`src/hdl/won_pkg.sv`:
```
`default_nettype none
package won_pkg;

  localparam logic [31:0] K_HASH_X = 32'd738295859;
  localparam logic [31:0] K_HASH_Y = 32'd1103515245;
  localparam logic [31:0] K_HASH_SEED = 32'd2654435761;
  localparam logic [31:0] K_HASH_MIX = 32'd2246822519;
  localparam logic [16:0] ONE_Q16 = 17'd65536;
  localparam int SUM_W = 37;
  localparam int TOT_W = 21;

  localparam logic [2:0] REG_OFFSET_X = 3'd0;
  localparam logic [2:0] REG_OFFSET_Y = 3'd1;
  localparam logic [2:0] REG_X_SCALE = 3'd2;
  localparam logic [2:0] REG_Y_SCALE = 3'd3;
  localparam logic [2:0] REG_OCTAVES = 3'd4;
  localparam logic [2:0] REG_LACUNARITY = 3'd5;
  localparam logic [2:0] REG_GAIN = 3'd6;
  localparam logic [2:0] REG_SEED = 3'd7;

  typedef struct packed {
    logic              valid;
    logic signed [31:0] nx;
    logic signed [31:0] ny;
    logic [31:0]        freq;
    logic [16:0]        amp;
    logic [SUM_W-1:0]   sum;
    logic [TOT_W-1:0]   total;
  } oct_t;

  // Floor of a signed product over 2^sh, saturated to the signed 32-bit range.
  function automatic logic signed [31:0] mfloor(input logic neg, input logic [65:0] p,
                                                input int sh);
    logic [65:0] q;
    logic        rb;
    q = p >> sh;
    rb = (p & ((66'd1 << sh) - 66'd1)) != 66'd0;
    if (!neg) begin
      if (q > 66'h7FFF_FFFF) mfloor = 32'h7FFF_FFFF;
      else mfloor = q[31:0];
    end else begin
      q = q + 66'(rb);
      if (q > 66'h8000_0000) mfloor = 32'h8000_0000;
      else mfloor = 32'(66'd0 - q);
    end
  endfunction

endpackage
`default_nettype wire

```
`src/hdl/won_divide.sv`:
```
`default_nettype none
module won_divide (
  input  wire logic        clk,
  input  wire logic        rst,
  input  wire logic        en,
  input  won_pkg::oct_t    i,
  output logic             out_valid,
  output logic [16:0]      out_value
);
  import won_pkg::*;

  localparam int NS = 6;

  logic             val [0:NS];
  logic [SUM_W:0]   rem [0:NS];
  logic [16:0]      quo [0:NS];
  logic [TOT_W-1:0] tot [0:NS];

  assign val[0] = i.valid;
  assign rem[0] = {1'b0, i.sum};
  assign quo[0] = '0;
  assign tot[0] = i.total;

  genvar s;
  generate
    for (s = 0; s < NS; s++) begin : g_div
      logic [SUM_W:0] r_c;
      logic [16:0]    q_c;
      always_comb begin
        int b;
        logic [SUM_W:0] t;
        r_c = rem[s];
        q_c = quo[s];
        for (int j = 0; j < 3; j++) begin
          b = 16 - 3 * s - j;
          if (b >= 0) begin
            t = (SUM_W+1)'(tot[s]) << b;
            if (r_c >= t) begin
              r_c = r_c - t;
              q_c[b] = 1'b1;
            end
          end
        end
      end
      always_ff @(posedge clk) begin
        if (rst) val[s+1] <= 1'b0;
        else if (en) val[s+1] <= val[s];
      end
      always_ff @(posedge clk) begin
        if (en) begin
          rem[s+1] <= r_c;
          quo[s+1] <= q_c;
          tot[s+1] <= tot[s];
        end
      end
    end
  endgenerate

  always_ff @(posedge clk) begin
    if (rst) out_valid <= 1'b0;
    else if (en) out_valid <= val[NS];
  end

  always_ff @(posedge clk) begin
    if (en) begin
      if (tot[NS] == '0) out_value <= 17'd0;
      else if (quo[NS] > ONE_Q16) out_value <= ONE_Q16;
      else out_value <= quo[NS];
    end
  end
endmodule
`default_nettype wire

```
`config.mk`:
```
export PLATFORM = sky130hd
export DESIGN_NAME = won_divide
export DESIGN_NICKNAME = d
export VERILOG_FILES = /design/src/hdl/won_pkg.sv /design/src/hdl/won_divide.sv
export SDC_FILE = /design/constraint.sdc
export NUM_CORES = 2
export LEC_CHECK = 0
export BUFFER_PORTS_ARGS = -buffer_cell sky130_fd_sc_hd__buf_2
export CORE_ASPECT_RATIO = 1.25
export CORE_MARGIN = 3
export CORE_UTILIZATION = 60
export DETAILED_ROUTE_END_ITERATION = 6
export GPL_TIMING_DRIVEN = 0
export PLACE_DENSITY = 0.83
export SETUP_SLACK_MARGIN = 0.02
export SYNTH_ARGS = -nofsm -noshare
export SYNTH_HDL_FRONTEND = slang
export SYNTH_SLANG_ARGS = --single-unit
```
`constraint.sdc`:
```
create_clock -name clk -period 12.9 [get_ports clk]
set_input_delay 1.29 -clock clk [delete_from_list [all_inputs] [get_ports clk]]
set_output_delay 1.29 -clock clk [all_outputs]
set_load 0.02 [all_outputs]
```
==> results.ini <==
[run_status]
status = finished with violations
violations = DRC

[detailed_routing]
dr.pass1.iters = 7
drt_wl_total_mm = 97.9
met2_length_mm = 50.2
vias_per_cell = 6.31
post_drt_wl_per_cell_um = 19.9
drc = 1
ant_nets = 0
highest_layer = met4
vias = 31000
wl_met3_mm = 4.11
wl_met1_mm = 33.7
drt_iter0_drc = 2099

[synthesis]
synth.most_common_cell = edfxtp_1
ys_seq_area_share_pct = 33.5
synth_cells = 3991
synth_ff_type = edfxtp_1
synth_xor_area_share_pct = 8.11
ys_warn_count = 0
synth-seq-cells = 402
synth_top_family_by_area = compound AO/OA/AOI/OAI gates
synth_edf_count = 395
yosysTopAreaCell = edfxtp_1
synth_nets = 4539
synth.distinct_cells = 106
synth_commonest_cells = edfxtp_1, ha_1, nand2_1, a21oi_1, nor2_1
yosysTopAreaCellShare_pct = 33.1
synthTopCellsByArea = edfxtp_1, ha_1, xnor2_1
syn_area_mm2 = 0.0359
synth_mux_area_share_pct = 3.11
synth_simple_gate_area_share_pct = 18.1
synth-adder-area-share_pct = 13.4
synth_compound_area_share_pct = 19.9
async_flop_share_pct = 0
syn_avg_cell_area_um2 = 8.98

[cts]
path_clk_slew_ns = 0.06
cts_made_buffers = 44
htree_levels = 2
cts.sinks = 402
insertion_delay_ns = 0.61
root_buffer = clkbuf_16
postCtsHoldBufs = 0
clock_path_buffers = 3
cts_tree = yes

[sta]
max_slew_margin_pct = 29.2
period_share_pct = 95.5
hold_violations = 0
finalSetupViolations = 0
tightest_slew_ns = 1.05
worst_hold_slack_ns = 0.401
slew_violations = 0
max_freq_mhz = 81.2
fin_worst_skew_ns = 0.0355
period_minus_slack_ns = 12.32

[grt]
grt_usage_pct = 30.6
grt_pass1_vias = 31300
grt_max_degree = 137
grt_antenna_before_repair = 0
grt_overflow = 0
grt_pass1_wl_mm = 154

[job]
cap_violations = 0

[floorplan]
dieArea_mm2 = 0.0627
fp.dieH_um = 279
design.core.area_mm2 = 0.0587
die_w_um = 225
io_pins = 193
start_util_pct = 61.1
fp-row-count = 99

[final_layout]
nets = 4667
fillers = 4705
multi_input_area_mm2 = 0.0225
register_area_mm2 = 0.0120
drive_above_1_share_pct = 8.59
final_cells = 4912
num_antenna_cells = 0
area_delta_synth_final_pct = 8.66

[setup_path]
cp.required_ns = 13.30
cpLargestDelayFamily = compound AO/OA/AOI/OAI gates
cp_max_fo = 10
crit_slowest_cell = a311oi_4
max_stage_delay_ns = 0.59
setup.worst_path.start_class = flip-flop
endpoint_kind = flip-flop
path_class = reg2reg
crit_top_cell = nand2_1
critPathBufInv = 8
arrival_ns = 12.72

[placed_design]
dp.cells = 4830
dp_hpwl_mm = 79.0
io_buffers = 79
place.gp.congestion = 0.979

[worst_hold_path]
hp-class = reg2reg

## cell families (layout without fill, tap and decap cells)
group,Yosys count,after routing
compound gates,1119,1119
xor+xnor,332,332
fa+ha+maj,373,373
buf+inv,369,533
flops,402,402
mux,100,100
simple gates,1296,1296
## registers in the layout, indices dropped and copies added (netlist names)
name,count
rem,190
g_div.$4.t,105
g_div.q_c,45
tot,21
out_value,17
quo,17
val,6
out_valid,1
## timing repair
action                     in CTS  in global routing
setup endpoints to repair      44                155
setup buffers                   0                  3
cloned                          0                  0
gates resized for setup         5                 55
pin swaps                       0                  0
hold endpoints to repair        0                  0
## per-layer routing
metal,vias up,global-route usage (%)
li1,15000,-
met4,0,26.5
met1,14400,29.2
met3,466,3.71
met2,1136,57.6
met5,-,0
## stage by stage
step	instance area, um2	util (%)	setup WS (ns)	TNS (ns)
2_1_floorplan	35900	-	2.14	0
3_3_place_gp	37200	63.4	-0.722	-19.21
3_5_place_dp	37300	63.5	-0.909	-30.02
4_1_cts	38800	66.1	0.0245	0
5_1_grt	39000	66.4	-0.0292	-0.0292
6_report	39000	66.4	0.580	0
## placed cells by master, fill, tap and decap left out, types with 104 or more instances in the layout
master	netlist	layout
nor2_1	304	302
a21o_1	104	104
inv_1	273	272
edfxtp_1	395	395
nand2_1	357	357
xnor2_1	212	212
xor2_1	120	120
a21oi_1	315	313
o21ai_0	299	294
ha_1	357	357
## final timing paths
check | from | endpoint | slack (ns) | cells past startpoint
worst max-delay path | g_div[4].$4.t[2] | rem[58] | 0.58 | 44
worst min-delay path | g_div[4].q_c[14] | g_div[5].q_c[14] | 0.40 | 0
worst max register to register | g_div[4].$4.t[2] | rem[58] | 0.58 | 44
worst min register to register | g_div[4].q_c[14] | g_div[5].q_c[14] | 0.40 | 0
## area by class of cell
class / count / area share (%)
buffer: 85 / 0.996
clock buffer: 51 / 2.89
clock inverter: 31 / 1.02
inverter: 281 / 2.73
multi-input combinational: 3220 / 57.8
sequential: 402 / 30.8
tap: 757 / 2.43
timing repair buffer: 85 / 1.31
Power is left out: the tool's default activity adds up to more than one toggle a clock period on the data nets, which glitch-free logic cannot reach.
